--- src/rtl/rmst_pkg.sv ---
`default_nettype none
package rmst_pkg;

	localparam int LEAF_BITS = 10;
	localparam int NODE_BITS = LEAF_BITS + 1;
	localparam int LEAVES = 1 << LEAF_BITS;
	localparam int NODE_COUNT = 2 * LEAVES;
	localparam int DATA_BITS = 32;
	localparam int MAX_BITS = DATA_BITS - 1;

	localparam logic [LEAF_BITS-1:0] POS_MIN = LEAF_BITS'(1);
	localparam logic [LEAF_BITS-1:0] POS_MAX = LEAF_BITS'(LEAVES - 2);

	localparam logic REQ_WRITE = 1'b0;
	localparam logic REQ_QUERY = 1'b1;

	typedef enum logic [2:0] {
		ST_CLEAR,
		ST_IDLE,
		ST_WR_READ,
		ST_WR_UPD,
		ST_Q_READ,
		ST_Q_PAIR,
		ST_Q_FIN
	} rmst_state_t;

	typedef struct packed {
		logic clr_step;
		logic load;
		logic wr_read;
		logic wr_upd;
		logic q_read;
		logic q_pair;
		logic emit;
		logic emit_query;
		logic emit_bad;
	} rmst_cmd_t;

	typedef struct packed {
		logic clr_last;
		logic req_ok;
		logic req_query;
		logic wr_last;
		logic q_more;
	} rmst_sts_t;

endpackage
`default_nettype wire

--- src/rtl/rmst_ctrl.sv ---
`default_nettype none
module rmst_ctrl (
	input  wire logic               clk,
	input  wire logic               arst_n,
	input  wire logic               start,
	input  wire rmst_pkg::rmst_sts_t sts,
	output rmst_pkg::rmst_cmd_t     cmd,
	output logic                    busy
);
	import rmst_pkg::*;

	rmst_state_t state_q;
	rmst_state_t state_nxt;

	always_ff @(posedge clk or negedge arst_n) begin
		if (!arst_n) begin
			state_q <= ST_CLEAR;
		end else begin
			state_q <= state_nxt;
		end
	end

	always_comb begin
		state_nxt = state_q;
		unique case (state_q)
			ST_CLEAR: begin
				if (sts.clr_last) begin
					state_nxt = ST_IDLE;
				end
			end
			ST_IDLE: begin
				if (start && sts.req_ok) begin
					state_nxt = sts.req_query ? ST_Q_READ : ST_WR_READ;
				end
			end
			ST_WR_READ: state_nxt = ST_WR_UPD;
			ST_WR_UPD: begin
				state_nxt = sts.wr_last ? ST_IDLE : ST_WR_READ;
			end
			ST_Q_READ: state_nxt = ST_Q_PAIR;
			ST_Q_PAIR: begin
				state_nxt = sts.q_more ? ST_Q_READ : ST_Q_FIN;
			end
			ST_Q_FIN: state_nxt = ST_IDLE;
			default: state_nxt = ST_IDLE;
		endcase
	end

	always_comb begin
		cmd = '0;
		unique case (state_q)
			ST_CLEAR: cmd.clr_step = 1'b1;
			ST_IDLE: begin
				if (start) begin
					cmd.load = 1'b1;
					if (!sts.req_ok) begin
						cmd.emit = 1'b1;
						cmd.emit_bad = 1'b1;
					end
				end
			end
			ST_WR_READ: cmd.wr_read = 1'b1;
			ST_WR_UPD: begin
				cmd.wr_upd = 1'b1;
				cmd.emit = sts.wr_last;
			end
			ST_Q_READ: cmd.q_read = 1'b1;
			ST_Q_PAIR: cmd.q_pair = 1'b1;
			ST_Q_FIN: begin
				cmd.emit = 1'b1;
				cmd.emit_query = 1'b1;
			end
			default: cmd = '0;
		endcase
	end

	assign busy = (state_q != ST_IDLE);

endmodule
`default_nettype wire

--- config.mk ---
export PLATFORM = sky130hd
export DESIGN_NAME = rmst_ctrl
export DESIGN_NICKNAME = d
export VERILOG_FILES = /design/src/rtl/rmst_pkg.sv /design/src/rtl/rmst_ctrl.sv
export SDC_FILE = /design/constraint.sdc
export NUM_CORES = 1
export LEC_CHECK = 0
export BUFFER_PORTS_ARGS = -buffer_cell sky130_fd_sc_hd__buf_4
export CAP_MARGIN = 40
export CORE_AREA = 2 2 39 41
export CTS_CLUSTER_SIZE = 20
export DETAILED_ROUTE_END_ITERATION = 8
export DIE_AREA = 0 0 41 43
export GPL_ROUTABILITY_DRIVEN = 0
export GPL_TIMING_DRIVEN = 0
export PLACE_DENSITY = 0.6
export SLEW_MARGIN = 30
export SYNTH_ARGS = -nofsm -noshare
export SYNTH_HDL_FRONTEND = slang
export SYNTH_SLANG_ARGS = --single-unit
--- constraint.sdc ---
create_clock -name clk -period 3.53 [get_ports clk]
set_input_delay 0.706 -clock clk [delete_from_list [all_inputs] [get_ports clk]]
set_output_delay 0.706 -clock clk [all_outputs]
set_load 0.05 [all_outputs]
# == Word level (Yosys, flattened, before mapping) ==
# Index checks and enable logic that the tools add are counted.
# op_classes
n_div,0
shift,0
n_bitwise,0
magnitude_cmp,0
multipliers,0
muxes,18
addsub,0
n_eq_ne,9
reduce_logical,3
# ops
cell,n
case mux 3 bit (6 select lines),1
2-to-1 mux 1 bit,11
"== test 3 bit, second input constant",3
2-to-1 mux 3 bit,3
"== test 3 x 2 -> 1 bit, second input constant",2
2-to-1 mux 2 bit,2
"!= test 2 bit, second input constant",2
"== test 3 x 1 -> 1 bit, second input constant",1
logical NOT 3 bit,1
"!= test 3 x 1 -> 1 bit, second input constant",1
case mux 1 bit (3 select lines),1
AND reduction 2 bit,1
logical AND 1 bit,1
# word_totals
reg_bits,3
mem_bits_rw,0
input_bits,8
latchBits,0
memories,0
out_inout_bits,10
word_cells,31
rom_bits,0

# == Depth between registers and ports, before layout ==
# depth
ltp_word,3
mapped_depth,5
depth_no_buf,4

# == Worst setup path before layout ==
# Ideal clock, no wire load.
# synth_timing
path_type,reg-to-output
start,reg state_q[2]
end,out cmd[0] in the netlist's numbering
t_required_ns,2.824
arrival_time_ns,1.813
n_path_buf,1
stages_incl_launch_ff,5
slack_ns,1.011
path_cell_list,dfrtp_1 > buf_6 > nor3b_4 > and2_2 > nor2b_1
# synth_rtl
element,line_no,text
start: declaration,rmst_ctrl.sv:12,rmst_state_t state_q;
start signal: assignment,rmst_ctrl.sv:19,state_q <= state_nxt;
end: declaration,rmst_ctrl.sv:7,"output rmst_pkg::rmst_cmd_t cmd,"

==> qor.tcl <==
set qor(finalInstanceArea_um2) 495
set qor(clock_insertion_delay_worst_skew_ps) 230
set qor(ir_drop_mv) 0.244
set qor(critical_path_required_ps) 2820
set qor(achievable_freq_ghz) 0.455
set qor(cellLeakagePower_nw) 0.264
set qor(cts_num_sinks) 3
set qor(cp_data_arrival_time_ps) 1490
set qor(num_io_pins) 18
set qor(antenna_found_initial) 0
set qor(synthesized_netlist_cell_count) 38
set qor(die_height_um) 43
set qor(detailroute.via_count) 333
set qor(post_cts_hold_buffer_count) 0
set qor(global_route_usage_over_all_layers) 0.0998
set qor(routedWlPerCell_um) 9.72
set qor(worst_min_delay_path_class) {in2async}
set qor(most_common_cell_after_layout_fill_and_taps_aside) {buf_4}
set qor(yosysUniqueCellTypes) 24
set qor(per_instance_average_area_after_synthesis_um2) 8.46
set qor(global_route.overflow_total) 0
set qor(slew_headroom) 0.800
set qor(vias_per_cell) 4.44
set qor(seq_area_frac_synth) 0.233
set qor(cts_inserted_buffers) 3
set qor(placementRows) 14
set qor(power.density_mw_per_mm2) 812
set qor(clk_pin_slew_ps) 40
set qor(detail_route.wirelength_um) 729
set qor(registers.top_by_ff_count) {state_q}
set qor(maxCapViolCount) 0
set qor(synthesis.yosys.warnings) 0
set qor(tritoncts) {yes}
set qor(worstSetupPathType) {reg2out}
set qor(detailed_router_s_first_iteration_violation_count) 6
set qor(final_layout_size_suffix_gt1_frac) 0.492
set qor(worstSetupEndpointType) {output pin}
set qor(report.final.setup_viol) 0
set qor(slew_at_the_pin_closest_to_its_max_slew_limit_ps) 298
set qor(drt_drc_violations_left) 0
set qor(input_output_buffers) 17
set qor(worstPathMaxFanout) 10
set qor(rsz0062_at_grt) {false}
set qor(setup-tns-final_ps) 0
set qor(place_area_um2) 469
set qor(run_status) {finished clean}
set qor(postCtsResizedCells) 0
set qor(cts_root_buffer_type) {clkbuf_4}
set qor(horizontal_die_dimension_um) 41
set qor(post_cts_setup_repair_buffer_count) 0
set qor(grt_max_degree) 11
set qor(startpoint_type) {flip-flop}
set qor(reg.largest.list) {state_q x3}
set qor(ant_nets) 0
set qor(number_of_max_slew_violations_in_the_final_report) 0
set qor(design.final.nets) 69
set qor(cts.path.max_buffers) 2
set qor(drt-pass1-iter-count) 3
set qor(final.period_utilization) 0.622
set qor(syn-cell-area_um2) 322
set qor(finalHoldViolCount) 0
set qor(first_global_vias) 305
set qor(die_area_mm2) 0.00176
set qor(core_area_mm2) 0.00138
set qor(dpl.hpwl_um) 575
set qor(diodes) 0
set qor(htree_num_levels) 1
set qor(grt_pass1_wl_um) 1150
set qor(synth.ff_latch_count) 3
set qor(net_count_after_synthesis) 47
set qor(synthToLayoutAreaGrowth_pct) 54.1
set qor(initial_utilization) 0.232
set qor(finClkSkew_ps) 2.65
set qor(largest_reg_flops) 3
set qor(layout.cells.most_common_list) {buf_4, nor2_1, inv_1}
set qor(final_critical_path_required_period_ps) 2200
-- kinds of logic after synthesis --
| group | count (synthesis) | synth area share |
|---|---|---|
| flops | 3 | 0.233 |
| fa+ha+maj | 1 | 0.0389 |
| mux | 1 | 0.0311 |
| simple gates | 15 | 0.296 |
| compound gates | 9 | 0.222 |
| xor+xnor | 1 | 0.0272 |
| buf+inv | 8 | 0.152 |
-- cell type report --
type | instances | area, um^2
fillers | 161 | 888
multi-input cells | 27 | 198
repair buffers | 17 | 128
flip-flops and latches | 3 | 75.1
plain buffers | 3 | 30.0
clock buffers | 4 | 26.3
well taps | 16 | 20.0
inverters | 5 | 18.8
-- per-stage QoR --
step,hold slack [ps],total power [mW],std cells,worst slack (ps),utilization
finish,249,0.402,75,1330,0.358
global route,247,0.428,75,1230,0.358
CTS,244,0.408,75,1310,0.358
detailed placement,496,0.344,71,1370,0.339
global placement,496,0.344,71,1360,0.339
floorplan,410,0.274,38,1010,-
-- path summary, 6_finish.rpt --
check | slack (ps) | cells past startpoint | end | startpoint
min in group clk | 650 | 3 | state_q[2] | state_q[2]
worst max register to register | 2190 | 5 | state_q[0] | state_q[1]
max in group asynchronous | 3190 | 1 | state_q[1] | arst_n
worst max-delay path | 1330 | 5 | cmd[0] | state_q[2]
worst min register to register | 650 | 3 | state_q[2] | state_q[2]
worst min-delay path | 250 | 1 | state_q[0] | arst_n
-- Yosys cell counts, drive strengths merged --
cell type,instances,area (um^2)
mux2i,1,10.0
o21a,1,8.76
dfrtp,3,75.1
ha,1,12.5
o22ai,1,6.26
buf,3,30.0
a21oi,3,15.0
nand2b,1,6.26
nor3b,2,26.3
and3,3,20.0
a2bb2oi,1,15.0
a21o,1,7.51
nor2,5,18.8
nand3,1,5.00
a211oi,1,12.5
a31oi,1,6.26
and2,1,7.51
inv,5,18.8
nor3,1,5.00
nor2b,1,6.26
xnor2,1,8.76
-- critical path: stages (launching register included) --
cell and delay, ps:
dfrtp_1 380, buf_6 150, nor3b_4 220, and2_2 180, nor2b_1 120, buf_4 200
-- routing by layer --
metal	global-route usage	share of wire	vias up
met4	0.0800	0.018	0
met3	0.0366	0.064	2
li1	-	-	172
met5	0	0	-
met2	0.134	0.50	11
met1	0.121	0.42	148
-- where the power goes --
group | switching (mW) | total, mW | internal (mW) | leakage (nW)
clock | 0.0186 | 0.0610 | 0.0424 | 0.0150
sequential | 0.00363 | 0.0476 | 0.0440 | 0.0378
combinational | 0.184 | 0.294 | 0.110 | 0.211
total | 0.206 | 0.402 | 0.197 | 0.264
Note: power is estimated with default switching activity, not from simulation.
